## src/rtl/core/i2csrm_pkg.sv

```systemverilog
// Package for the I2C slave register map: operation codes, address map defaults,
// identity byte table and reset values. No dependencies.
package i2csrm_pkg;

    typedef enum logic [2:0] {
        FN_ADDR   = 3'd0,
        FN_DATA   = 3'd1,
        FN_READ   = 3'd2,
        FN_TICK   = 3'd3,
        FN_LWRITE = 3'd4,
        FN_LREAD  = 3'd5
    } func_t;

    localparam int RW_BASE_DEF  = 64;
    localparam int RW_SIZE_DEF  = 64;
    localparam int RO_SIZE_DEF  = 24;

    localparam int SHARED_DEPTH = 64;
    localparam int SHARED_AW    = $clog2(SHARED_DEPTH);
    localparam int ID_LEN       = 24;

    localparam logic [SHARED_AW-1:0] CMD_OFFSET    = SHARED_AW'(1);
    localparam logic [15:0]          TIMEOUT_RESET = 16'd100;
    localparam logic [15:0]          IDLE_MAX      = 16'hFFFF;

    function automatic logic [7:0] id_byte(input logic [7:0] idx);
        logic [7:0] b;
        case (idx)
            8'd0:    b = 8'h56;
            8'd1:    b = 8'h31;
            8'd2:    b = 8'h2E;
            8'd3:    b = 8'h30;
            8'd4:    b = 8'h30;
            8'd8:    b = 8'h54;
            8'd9:    b = 8'h68;
            8'd10:   b = 8'h69;
            8'd11:   b = 8'h6E;
            8'd12:   b = 8'h6B;
            8'd13:   b = 8'h44;
            8'd14:   b = 8'h49;
            8'd15:   b = 8'h59;
            8'd16:   b = 8'h41;
            8'd17:   b = 8'h72;
            8'd18:   b = 8'h64;
            8'd19:   b = 8'h75;
            8'd20:   b = 8'h53;
            8'd21:   b = 8'h4F;
            8'd22:   b = 8'h43;
            default: b = 8'h00;
        endcase
        return b;
    endfunction

endpackage

```

## src/rtl/core/i2c_slave_register_map_top.sv

```systemverilog
// Top level of the I2C slave register map: pointer, link timeout, illegal record
// and the shared byte memory. Depends on i2csrm_pkg.
//
// Usage:
// - s_ channel carries one word per bus or local event (func, byte_value,
//   local_offset); m_ channel returns one result word per input word.
// - cfg_ channel writes the 16-bit idle timeout; cfg_ready is always high.
// - An accepted word waits in the input register and is executed from it once
//   the output register can take its result (pointer/state update, at most one
//   shared memory access); its result leaves from the output register.
// - Throughput is one word per cycle while m_ready stays high; the single-port
//   shared memory is touched at most once per word.
// - A stalled m_ready holds the result and the executing word; s_ready drops
//   once the input register is also full.
// - Reset clears the pointer, link state, illegal record and the per-entry
//   valid bits of the shared memory, so unwritten bytes read as zero; no
//   clearing pass is needed.
module i2c_slave_register_map_top #(
    parameter int RW_BASE = i2csrm_pkg::RW_BASE_DEF,
    parameter int RW_SIZE = i2csrm_pkg::RW_SIZE_DEF,
    parameter int RO_SIZE = i2csrm_pkg::RO_SIZE_DEF
) (
    input  logic        aclk,
    input  logic        aresetn,

    input  logic        cfg_valid,
    output logic        cfg_ready,
    input  logic [15:0] cfg_data,

    input  logic        s_valid,
    output logic        s_ready,
    input  logic [2:0]  s_func,
    input  logic [7:0]  s_byte_value,
    input  logic [5:0]  s_local_offset,

    output logic        m_valid,
    input  logic        m_ready,
    output logic [7:0]  m_read_data,
    output logic        m_read_valid,
    output logic        m_alive,
    output logic        m_illegal_flag,
    output logic [7:0]  m_last_illegal_address
);

    localparam int                AW      = i2csrm_pkg::SHARED_AW;
    localparam logic [7:0]        BASE_B  = 8'(RW_BASE);
    localparam logic [7:0]        SIZE_B  = 8'(RW_SIZE);
    localparam logic [7:0]        ROSZ_B  = 8'(RO_SIZE);

    logic [15:0] timeout_reg;

    logic        in_valid_reg;
    logic [2:0]  in_func_reg;
    logic [7:0]  in_byte_reg;
    logic [5:0]  in_off_reg;

    logic [7:0]  ptr_reg, ptr_next;
    logic        alive_reg, alive_next;
    logic        act_reg, act_next;
    logic [15:0] idle_reg, idle_next;
    logic        drx_reg, drx_next;
    logic [7:0]  bad_addr_reg, bad_addr_next;
    logic        bad_reg, bad_next;

    logic        m_valid_reg;
    logic        out_rdv_reg, rdv_next;
    logic        out_mem_reg, rmem_next;
    logic [7:0]  out_byte_reg, rbyte_next;
    logic        out_alive_reg;
    logic        out_bad_reg;
    logic [7:0]  out_bad_addr_reg;

    logic [7:0]  mem [i2csrm_pkg::SHARED_DEPTH];
    logic [i2csrm_pkg::SHARED_DEPTH-1:0] ent_valid_reg;
    logic [7:0]  rdata_reg;
    logic        ent_ok_reg;

    logic          mem_we, mem_re;
    logic [AW-1:0] mem_waddr, mem_raddr;
    logic [7:0]    mem_wdata;

    logic          advance;
    logic          in_rw, in_shared, loc_ok;
    logic [7:0]    rw_off;
    logic [15:0]   idle_inc;

    assign cfg_ready = 1'b1;
    assign advance   = in_valid_reg && (!m_valid_reg || m_ready);
    assign s_ready   = !in_valid_reg || advance;

    always_ff @(posedge aclk) begin
        if (!aresetn) begin
            timeout_reg <= i2csrm_pkg::TIMEOUT_RESET;
        end else if (cfg_valid && cfg_ready) begin
            timeout_reg <= cfg_data;
        end
    end

    always_ff @(posedge aclk) begin
        if (!aresetn) begin
            in_valid_reg <= 1'b0;
        end else if (s_ready) begin
            in_valid_reg <= s_valid;
        end
    end

    always_ff @(posedge aclk) begin
        if (s_valid && s_ready) begin
            in_func_reg <= s_func;
            in_byte_reg <= s_byte_value;
            in_off_reg  <= s_local_offset;
        end
    end

    assign rw_off    = ptr_reg - BASE_B;
    assign in_rw     = ptr_reg >= BASE_B;
    assign in_shared = in_rw && (rw_off < SIZE_B);
    assign loc_ok    = {2'b00, in_off_reg} < SIZE_B;
    assign idle_inc  = (idle_reg != i2csrm_pkg::IDLE_MAX) ? idle_reg + 16'd1 : idle_reg;

    always_comb begin
        ptr_next      = ptr_reg;
        alive_next    = alive_reg;
        act_next      = act_reg;
        idle_next     = idle_reg;
        drx_next      = drx_reg;
        bad_addr_next = bad_addr_reg;
        bad_next      = bad_reg;
        rdv_next      = 1'b0;
        rmem_next     = 1'b0;
        rbyte_next    = 8'h00;
        mem_we        = 1'b0;
        mem_re        = 1'b0;
        mem_waddr     = rw_off[AW-1:0];
        mem_raddr     = rw_off[AW-1:0];
        mem_wdata     = in_byte_reg;
        case (i2csrm_pkg::func_t'(in_func_reg))
            i2csrm_pkg::FN_ADDR: begin
                if (!alive_reg) begin
                    alive_next = 1'b1;
                    act_next   = 1'b1;
                end
                ptr_next = in_byte_reg;
            end
            i2csrm_pkg::FN_DATA: begin
                if (!alive_reg) begin
                    alive_next = 1'b1;
                    act_next   = 1'b1;
                end
                if (!in_rw) begin
                    bad_addr_next = ptr_reg;
                    bad_next      = 1'b1;
                end else begin
                    act_next = 1'b1;
                    if (in_shared) begin
                        mem_we   = 1'b1;
                        drx_next = 1'b1;
                        ptr_next = ptr_reg + 8'd1;
                    end else begin
                        bad_addr_next = ptr_reg;
                        bad_next      = 1'b1;
                    end
                end
            end
            i2csrm_pkg::FN_READ: begin
                if (!alive_reg) begin
                    rdv_next = 1'b1;
                end else begin
                    act_next = 1'b1;
                    if (!in_rw) begin
                        if (ptr_reg < ROSZ_B) begin
                            rdv_next   = 1'b1;
                            rbyte_next = i2csrm_pkg::id_byte(ptr_reg);
                        end
                        ptr_next = ptr_reg + 8'd1;
                    end else if (in_shared) begin
                        rdv_next  = 1'b1;
                        rmem_next = 1'b1;
                        mem_re    = 1'b1;
                        ptr_next  = ptr_reg + 8'd1;
                    end
                end
            end
            i2csrm_pkg::FN_TICK: begin
                if (alive_reg) begin
                    if (act_reg) begin
                        idle_next = 16'd0;
                        act_next  = 1'b0;
                    end else if (idle_inc > timeout_reg) begin
                        alive_next = 1'b0;
                        ptr_next   = 8'd0;
                        idle_next  = 16'd0;
                    end else begin
                        idle_next = idle_inc;
                    end
                    if (drx_reg) begin
                        mem_we    = 1'b1;
                        mem_waddr = i2csrm_pkg::CMD_OFFSET;
                        mem_wdata = 8'h00;
                    end
                end
                drx_next = 1'b0;
            end
            i2csrm_pkg::FN_LWRITE: begin
                if (loc_ok) begin
                    mem_we    = 1'b1;
                    mem_waddr = in_off_reg[AW-1:0];
                end
            end
            i2csrm_pkg::FN_LREAD: begin
                if (loc_ok) begin
                    rdv_next  = 1'b1;
                    rmem_next = 1'b1;
                    mem_re    = 1'b1;
                    mem_raddr = in_off_reg[AW-1:0];
                end
            end
            default: begin
            end
        endcase
    end

    always_ff @(posedge aclk) begin
        if (!aresetn) begin
            ptr_reg      <= 8'd0;
            alive_reg    <= 1'b0;
            act_reg      <= 1'b0;
            idle_reg     <= 16'd0;
            drx_reg      <= 1'b0;
            bad_addr_reg <= 8'd0;
            bad_reg      <= 1'b0;
        end else if (advance) begin
            ptr_reg      <= ptr_next;
            alive_reg    <= alive_next;
            act_reg      <= act_next;
            idle_reg     <= idle_next;
            drx_reg      <= drx_next;
            bad_addr_reg <= bad_addr_next;
            bad_reg      <= bad_next;
        end
    end

    always_ff @(posedge aclk) begin
        if (advance && mem_we) begin
            mem[mem_waddr] <= mem_wdata;
        end
        if (advance && mem_re) begin
            rdata_reg <= mem[mem_raddr];
        end
    end

    always_ff @(posedge aclk) begin
        if (!aresetn) begin
            ent_valid_reg <= '0;
        end else if (advance && mem_we) begin
            ent_valid_reg[mem_waddr] <= 1'b1;
        end
    end

    always_ff @(posedge aclk) begin
        if (advance && mem_re) begin
            ent_ok_reg <= ent_valid_reg[mem_raddr];
        end
    end

    always_ff @(posedge aclk) begin
        if (!aresetn) begin
            m_valid_reg <= 1'b0;
        end else if (advance) begin
            m_valid_reg <= 1'b1;
        end else if (m_ready) begin
            m_valid_reg <= 1'b0;
        end
    end

    always_ff @(posedge aclk) begin
        if (advance) begin
            out_rdv_reg      <= rdv_next;
            out_mem_reg      <= rmem_next;
            out_byte_reg     <= rbyte_next;
            out_alive_reg    <= alive_next;
            out_bad_reg      <= bad_next;
            out_bad_addr_reg <= bad_addr_next;
        end
    end

    assign m_valid                = m_valid_reg;
    assign m_read_valid           = out_rdv_reg;
    assign m_read_data            = out_mem_reg ? (rdata_reg & {8{ent_ok_reg}}) : out_byte_reg;
    assign m_alive                = out_alive_reg;
    assign m_illegal_flag         = out_bad_reg;
    assign m_last_illegal_address = out_bad_addr_reg;

    a_mem_one_access: assert property (@(posedge aclk) disable iff (!aresetn)
        !(mem_we && mem_re))
        else $error("shared memory read and write in one word");

    a_data_zero_when_invalid: assert property (@(posedge aclk) disable iff (!aresetn)
        m_valid && !m_read_valid |-> m_read_data == 8'h00)
        else $error("read data nonzero without read_valid");

    a_illegal_sticky: assert property (@(posedge aclk) disable iff (!aresetn)
        bad_reg |=> bad_reg)
        else $error("illegal record cleared");

    a_timeout_clears: assert property (@(posedge aclk) disable iff (!aresetn)
        $fell(alive_reg) |-> ptr_reg == 8'd0 && idle_reg == 16'd0)
        else $error("link timeout left pointer or idle count set");

    a_stall_holds_input: assert property (@(posedge aclk) disable iff (!aresetn)
        m_valid_reg && !m_ready |-> !advance)
        else $error("word executed while result stalled");

endmodule
```

## config.mk

```make
export PLATFORM = sky130hd
export DESIGN_NAME = i2c_slave_register_map_top
export DESIGN_NICKNAME = d
export VERILOG_FILES = /design/src/rtl/core/i2csrm_pkg.sv /design/src/rtl/core/i2c_slave_register_map_top.sv
export SDC_FILE = /design/constraint.sdc
export NUM_CORES = 1
export LEC_CHECK = 0
export BUFFER_PORTS_ARGS = -buffer_cell sky130_fd_sc_hd__buf_4
export CORE_MARGIN = 2
export CORE_UTILIZATION = 60
export DETAILED_ROUTE_END_ITERATION = 12
export PLACE_DENSITY_LB_ADDON = 0.05
export SETUP_SLACK_MARGIN = 0.2
export SLEW_MARGIN = 20
export SYNTH_ARGS = -nofsm -noshare
export SYNTH_HDL_FRONTEND = slang
export SYNTH_SLANG_ARGS = --single-unit
```

## constraint.sdc

```tcl
create_clock -name aclk -period 5 [get_ports aclk]
set_input_delay 1 -clock aclk [delete_from_list [all_inputs] [get_ports aclk]]
set_output_delay 1 -clock aclk [all_outputs]
set_load 0.05 [all_outputs]
```

# Word level (Yosys, flattened, before mapping)
# Memory sizes are Yosys's and may differ from the RTL's. A register that Yosys moved wholly into a read port is not among the register bits.
# Index checks and enable logic that the tools add are counted.
[word_totals]
register_bits = 156
latchBits = 0
mem_bits_rw = 512
rom_bits = 224
wordCells = 128
mem_count = 2
[op_classes]
n_addsub = 3
mul = 0
n_div = 0
magnitude_cmp = 7
n_eq_ne = 12
shifts = 0
muxes = 56
bitwise_logic = 6
n_reduce_logical = 21
[mem_list]
columns = ["memory", "depth", "word_bits", "read_ports", "rd_ports_with_merged_regs", "write_ports", "line", "source"]
rows = [
  ["mem", 64, 8, 1, 1, 1, "i2c_slave_register_map_top.sv:73", "logic [7:0] mem [i2csrm_pkg::SHARED_DEPTH];"],
  ["(name not given)", 32, 7, 1, 1, 0, "i2csrm_pkg.sv:28", "case (idx)"],
]
[op_table]
columns = ["cell", "n"]
rows = [
  ["$mux 8", 14],
  ["$or 64x64->64", 1],
  ["$mux 16", 3],
  ["$pmux 8 s4", 1],
  ["$mux 1", 26],
  ["$mux 6", 3],
  ["$add 16x1->16 const B", 1],
  ["$gt 16x16->1", 1],
  ["$ne 16x16->1 const B", 1],
  ["$lt 6x7->1 const B", 2],
  ["$ne 2x2->1 const B", 6],
  ["$pmux 6 s2", 1],
  ["$add 8x1->8 const B", 1],
  ["$and 8x8->8", 1],
  ["$ge 8x7->1 const B", 1],
  ["$lt 8x5->1 const B", 1],
  ["$lt 8x7->1 const B", 1],
  ["$pmux 1 s2", 4],
  ["$reduce_and 4->1", 2],
  ["$sub 8x7->8 const B", 1],
  ["$reduce_and 7->1", 1],
  ["$bmux 1 s6", 1],
  ["$demux 1 s6", 1],
  ["$eq 3x2->1 const B", 2],
  ["other kinds (15)", 28],
]

# Logic depth before layout (Yosys ltp)
[depth]
depth_word = 9
mapped_depth = 18
ltp_nobuf = 15

# Least setup slack after synthesis
# No wires, ideal clock.
[synth_timing]
kind = "reg2reg"
startpoint = "register idle_reg[0]"
endpoint = "register ptr_reg[3]"
t_arrival_ns = 3.403
required_time_ns = 4.866
slack_ns = 1.463
stages_incl_launch_ff = 18
cell_sequence = "dfxtp_1 -> ha_1 -> and2_1 -> and4_1 -> nand2b_1 -> nand2b_1 -> clkbuf_1 -> nor2_1 -> xor2_1 -> ha_1 -> nand2_1 -> o21ai_0 -> a221oi_1 -> nor3b_2 -> o31ai_1 -> and2_0 -> buf_2 -> a311oi_1"
[synth_between]
elab_chain_len = 5
[synth_lines]
columns = ["element", "line", "source"]
rows = [
  ["from (decl)", "i2c_slave_register_map_top.sv:60", "logic [15:0] idle_reg, idle_next;"],
  ["from (signal assigned)", "i2c_slave_register_map_top.sv:236", "idle_reg <= idle_next;"],
  ["$add 16x1->16 or $ne 16x16->1 (tied branches)", "i2c_slave_register_map_top.sv:119", "assign idle_inc = (idle_reg != i2csrm_pkg::IDLE_MAX) ? idle_reg + 16'd1 : idle_reg;"],
  ["$mux 16 *", "i2c_slave_register_map_top.sv:119", ""],
  ["$gt 16x16->1 *", "i2c_slave_register_map_top.sv:189", "end else if (idle_inc > timeout_reg) begin"],
  ["$ne 2x2->1 (no line) *", "n/a", ""],
  ["$reduce_and 7->1 (no line) *", "n/a", ""],
  ["to (signal assigned)", "i2c_slave_register_map_top.sv:233", "ptr_reg <= ptr_next;"],
  ["to (decl)", "i2c_slave_register_map_top.sv:57", "logic [7:0] ptr_reg, ptr_next;"],
]
# Mark *: on every way between the ends. The rest lies on a longest branch, timed or not.
# A chain may end at the register's enable or synchronous reset.

# Worst setup path after layout
[layout_timing]
startpoint = "register in_func_reg[1]"
endpoint = "register rdata_reg[0], read port of mem, data pin"
[layout_between]
elab_chain_len = 3
[layout_lines]
columns = ["element", "line", "source"]
rows = [
  ["from (decl)", "i2c_slave_register_map_top.sv:53", "logic [2:0] in_func_reg;"],
  ["from (signal assigned)", "i2c_slave_register_map_top.sv:109", "in_func_reg <= s_func;"],
  ["$eq 3x3->1 or $eq 3x2->1 (tied branches)", "i2c_slave_register_map_top.sv:137", "case (i2csrm_pkg::func_t'(in_func_reg))"],
  ["$pmux 1 s2", "i2c_slave_register_map_top.sv:137", ""],
  ["$logic_and 1x1->1", "i2c_slave_register_map_top.sv:247", "if (advance && mem_re) begin"],
  ["to (decl)", "i2c_slave_register_map_top.sv:75", "logic [7:0] rdata_reg;"],
]
# Several ways; a longest one is shown, not always the timed one.

==> report_table.html <==
<table>
<tr><th>Metric</th><th>Value</th></tr>
<tr><th colspan="2">Logic synthesis</th></tr>
<tr><td>Count of yosys warnings during synthesis</td><td>0</td></tr>
<tr><td>Synthesized-area fraction occupied by ao, oa, aoi and oai cells</td><td>under 10%</td></tr>
<tr><td>Distinct cells, synth</td><td>62</td></tr>
<tr><td>Share of synthesized area spent on multiplexers</td><td>11.3%</td></tr>
<tr><td>Share of synthesized cell area in full adder, half adder and majority cells</td><td>between 1 and 1.5%</td></tr>
<tr><td>Total of flip-flops plus latches after synthesis</td><td>between 600 and 700</td></tr>
<tr><td>Number of instances in the synthesized netlist</td><td>about 1,900</td></tr>
<tr><td>Mean instance size in the synthesized netlist</td><td>14.5 µm²</td></tr>
<tr><td>Register area share after synthesis</td><td>just under 70%</td></tr>
<tr><td>Predominant post-synthesis flop cell</td><td>edfxtp_1</td></tr>
<tr><td>Syn_nets</td><td>around 2,000</td></tr>
<tr><td>Post-synthesis async set-or-reset flop share</td><td>0%</td></tr>
<tr><td>Summed instance area of the synthesized netlist</td><td>around 0.028 mm²</td></tr>
<tr><td>Simple-Gate Fraction of Synth Area</td><td>under 10%</td></tr>
<tr><td>Xor and xnor area share after synthesis</td><td>less than 1%</td></tr>
<tr><td>Number of flops mapped to enable cells by yosys</td><td>557</td></tr>
<tr><td>Combinational family with the most area after synthesis</td><td>multiplexers</td></tr>
<tr><th colspan="2">Placement</th></tr>
<tr><td>Final estimated routing congestion in global placement</td><td>about 0.9</td></tr>
<tr><td>Total cell area at the placement stage</td><td>about 0.029 mm²</td></tr>
<tr><td>Post-placement worst setup slack</td><td>0.720 ns</td></tr>
<tr><td>Half-perimeter wire length after detailed placement</td><td>43,100 µm</td></tr>
<tr><td>Count of input and output buffers</td><td>58</td></tr>
<tr><td>Placed cells</td><td>about 2,500</td></tr>
<tr><th colspan="2">STA</th></tr>
<tr><td>Final clock skew</td><td>between 0.015 and 0.02 ns</td></tr>
<tr><td>Total negative slack for setup checks</td><td>0 ns</td></tr>
<tr><td>Ratio of final minimum period to clock period</td><td>between 80% and 90%</td></tr>
<tr><td>Final max-slew violation count</td><td>0</td></tr>
<tr><td>Transition time of the tightest slew-check pin</td><td>approximately 1.1 ns</td></tr>
<tr><td>Worst hold slack across all endpoints</td><td>roughly 0.45 ns</td></tr>
<tr><td>Final count of negative-setup-slack endpoints</td><td>0</td></tr>
<tr><td>Min Tclk post-route</td><td>about 4.3 ns</td></tr>
<tr><td>Tightest slew margin relative to the limit</td><td>between 20 and 25%</td></tr>
<tr><td>Final hold vios</td><td>0</td></tr>
<tr><td>Unrepaired setup endpoints after global routing</td><td>false</td></tr>
<tr><td>Fmax</td><td>0.232 GHz</td></tr>
<tr><td>Least setup slack across all paths after layout</td><td>between 0.6 and 0.7 ns</td></tr>
<tr><th colspan="2">Final layout</th></tr>
<tr><td>Number of flip-flops in the largest register</td><td>512</td></tr>
<tr><td>Layout cell share with drive strength beyond 1</td><td>a little over a tenth</td></tr>
<tr><td>Post-Layout Cell Count</td><td>between 2,000 and 3,000</td></tr>
<tr><td>Count of antenna diodes in the layout</td><td>0</td></tr>
<tr><td>Final net count</td><td>2,032</td></tr>
<tr><td>Relative area change from synthesis to final layout</td><td>11.8%</td></tr>
<tr><td>Utilization after layout</td><td>between 60% and 70%</td></tr>
<tr><td>Post-route cell area</td><td>0.0308 mm²</td></tr>
<tr><th colspan="2">Setup path</th></tr>
<tr><td>Cell depth of the worst flop-to-flop path</td><td>10</td></tr>
<tr><td>Worst path arrival time</td><td>~4.6 ns</td></tr>
<tr><td>Endpoint required time on the critical path</td><td>between 5 and 6 ns</td></tr>
<tr><td>Kind of start point of the critical path</td><td>register</td></tr>
<tr><td>Critical path start-end classification</td><td>reg -&gt; reg</td></tr>
<tr><td>Crit Path Max Fanout</td><td>40</td></tr>
<tr><td>Register-to-register setup slack</td><td>around 0.69 ns</td></tr>
<tr><td>Capturing element type of the critical path</td><td>register</td></tr>
<tr><th colspan="2">Worst hold path</th></tr>
<tr><td>Class of the tightest hold or removal check</td><td>reg -&gt; reg</td></tr>
<tr><td>Min-Delay Path Depth</td><td>2</td></tr>
<tr><th colspan="2">Power</th></tr>
<tr><td>Final total power</td><td>11.6 mW</td></tr>
<tr><td>Leakage component of the power</td><td>12.0 nW</td></tr>
<tr><td>Largest vdd supply drop</td><td>roughly 0.00031 V</td></tr>
<tr><td>Power per cell area</td><td>between 300 and 400 mW/mm²</td></tr>
<tr><th colspan="2">Floorplan</th></tr>
<tr><td>Floorplan die height</td><td>about 220 µm</td></tr>
<tr><td>Initial standard-cell utilization of the core</td><td>60.7%</td></tr>
<tr><td>Number of top-level pins</td><td>60</td></tr>
<tr><td>CORE AREA</td><td>about 0.045 mm²</td></tr>
<tr><td>Area of the die</td><td>0.0476 mm²</td></tr>
<tr><td>Floorplan die width</td><td>about 220 µm</td></tr>
<tr><td>Standard-cell row count</td><td>78</td></tr>
<tr><th colspan="2">Routing</th></tr>
<tr><td>Router iterations before antenna repair</td><td>5</td></tr>
<tr><td>Via count</td><td>16,700</td></tr>
<tr><td>Average detailed-routed wire length per instance</td><td>~26 µm</td></tr>
<tr><td>Remaining antenna violation count</td><td>0</td></tr>
<tr><td>Residual DRC count</td><td>0</td></tr>
<tr><td>Detail-routed via count per cell</td><td>6.36</td></tr>
<tr><td>Total Routed Length</td><td>68,100 µm</td></tr>
<tr><td>DRT iter0 DRCs</td><td>about 1,700</td></tr>
<tr><th colspan="2">Clocking</th></tr>
<tr><td>Htree depth</td><td>3</td></tr>
<tr><td>Root buffer selected by CTS</td><td>clkbuf_16</td></tr>
<tr><td>Clock sinks</td><td>675</td></tr>
<tr><td>Worst skew pair latency</td><td>around 0.6 ns</td></tr>
<tr><td>Clock tree from TritonCTS</td><td>done</td></tr>
<tr><td>CTS max path bufs</td><td>3</td></tr>
<tr><td>Hold buffer count at cts</td><td>0</td></tr>
<tr><td>Setup Buffers After CTS</td><td>0</td></tr>
<tr><td>Clock input transition at the sequential cells of the worst setup and hold paths</td><td>0.06 ns</td></tr>
<tr><td>Inserted Clock Buffers</td><td>between 60 and 70</td></tr>
<tr><td>Number of instances resized during post-cts repair</td><td>0</td></tr>
<tr><th colspan="2">Flow run</th></tr>
<tr><td>Max-cap violation count</td><td>0</td></tr>
<tr><th colspan="2">Global routing</th></tr>
<tr><td>GR Util All Layers</td><td>~29%</td></tr>
<tr><td>Overall overflow remaining after global route</td><td>0</td></tr>
<tr><td>Number of global-route vias before repair</td><td>~16,000</td></tr>
<tr><td>Global-route wire length before repair</td><td>slightly above 100,000 µm</td></tr>
<tr><td>Initial antenna violation count</td><td>0</td></tr>
<tr><td>Pin count of the biggest net entering global routing</td><td>just under 80</td></tr>
<tr><th colspan="2">Status</th></tr>
<tr><td>Result of the run</td><td>finished clean</td></tr>
</table>
logic make-up (layout without fill, tap and decap cells):
logic type / count (synthesis) / in the layout
compound gates: 394 / 394
xor+xnor: 12 / 12
fa+ha+maj: 23 / 23
buf+inv: 136 / 267
flops: 675 / 675
mux: 310 / 310
other cells: 1 / 1
simple gates: 344 / 344
worst paths after layout:
check                               startpoint      endpoint
worst min-delay path                   bad_reg       bad_reg
worst max register to register  in_func_reg[1]  rdata_reg[0]
worst max-delay path            in_func_reg[1]  rdata_reg[0]
worst min register to register         bad_reg       bad_reg
cell type report:
class                      instances  area [µm²]
clock buffer                     109        2010
clock inverter                    16         133
sequential                       675       19100
multi-input combinational       1084        7810
inverter                          33         124
timing repair buffer             109         893
tap                              600         751
fill                            3190       14600
placed cells by master (no fill, tap or decap), drive strengths merged, types with 3 or more instances in the layout:
cell      n
a21o      7
or2       3
and3      4
o22ai   145
nor3     25
clkinv   16
nand2b   10
edfxtp  557
and2     17
nor4      4
buf     109
o41ai    37
and4      6
nor2b     6
nand3    24
o21a     68
ha       23
xor2      5
inv      32
nor2    135
or3       6
o211ai    6
nand3b    9
mux2i   307
nand2    76
o21ai    38
a21oi    45
o31ai    12
clkbuf  109
a31oi     4
mux2      3
dfxtp   118
a32o     11
xnor2     7
a211oi    5
nand4    14
power by group:
part | switching (mW) | internal [mW] | leakage [nW]
Combinational | 0.355 | 0.165 | 4.92
Sequential | 0.0269 | 6.11 | 5.99
Clock | 2.07 | 2.82 | 1.04
Total | 2.46 | 9.09 | 12.0
Yosys cell counts, drive strengths merged (6+ instances only):
library cell | number | area (µm²)
nor2b | 6 | 37.5
xnor2 | 7 | 61.3
inv | 30 | 113
o21a | 68 | 510
a21oi | 45 | 225
nor3 | 25 | 135
and4 | 6 | 52.6
nand3 | 24 | 120
clkbuf | 35 | 131
a21o | 7 | 52.6
o41ai | 37 | 332
or3 | 6 | 37.5
dfxtp | 118 | 2360
nand2b | 10 | 62.6
mux2i | 307 | 3070
o31ai | 12 | 90.1
nor2 | 135 | 509
a32o | 11 | 110
o21ai | 38 | 190
nand3b | 9 | 67.6
edfxtp | 557 | 16700
ha | 23 | 288
o211ai | 6 | 45.0
buf | 68 | 424
nand4 | 14 | 87.6
nand2 | 76 | 285
o22ai | 145 | 907
and2 | 17 | 106
worst max-delay path, stage by stage, from the launching register on:
cell and delay, ns:
edfxtp_1 0.52, and3b_1 0.71, nor2_2 0.09, a21oi_4 0.62
buf_12 0.35, buf_4 0.25, mux2i_1 0.27, o22ai_1 0.11
o41ai_1 0.73, buf_4 0.23, nand4_1 0.10
layer usage:
layer  track usage (%)  up-vias  part of all wire [%]
met3              5.07      121                   7.0
li1                  -     7529                     -
met4              9.39        0                   3.0
met1              39.8     8428                    42
met5                 0        -                     0
met2              47.2      632                    48
Power figures use the tool's default switching activity.
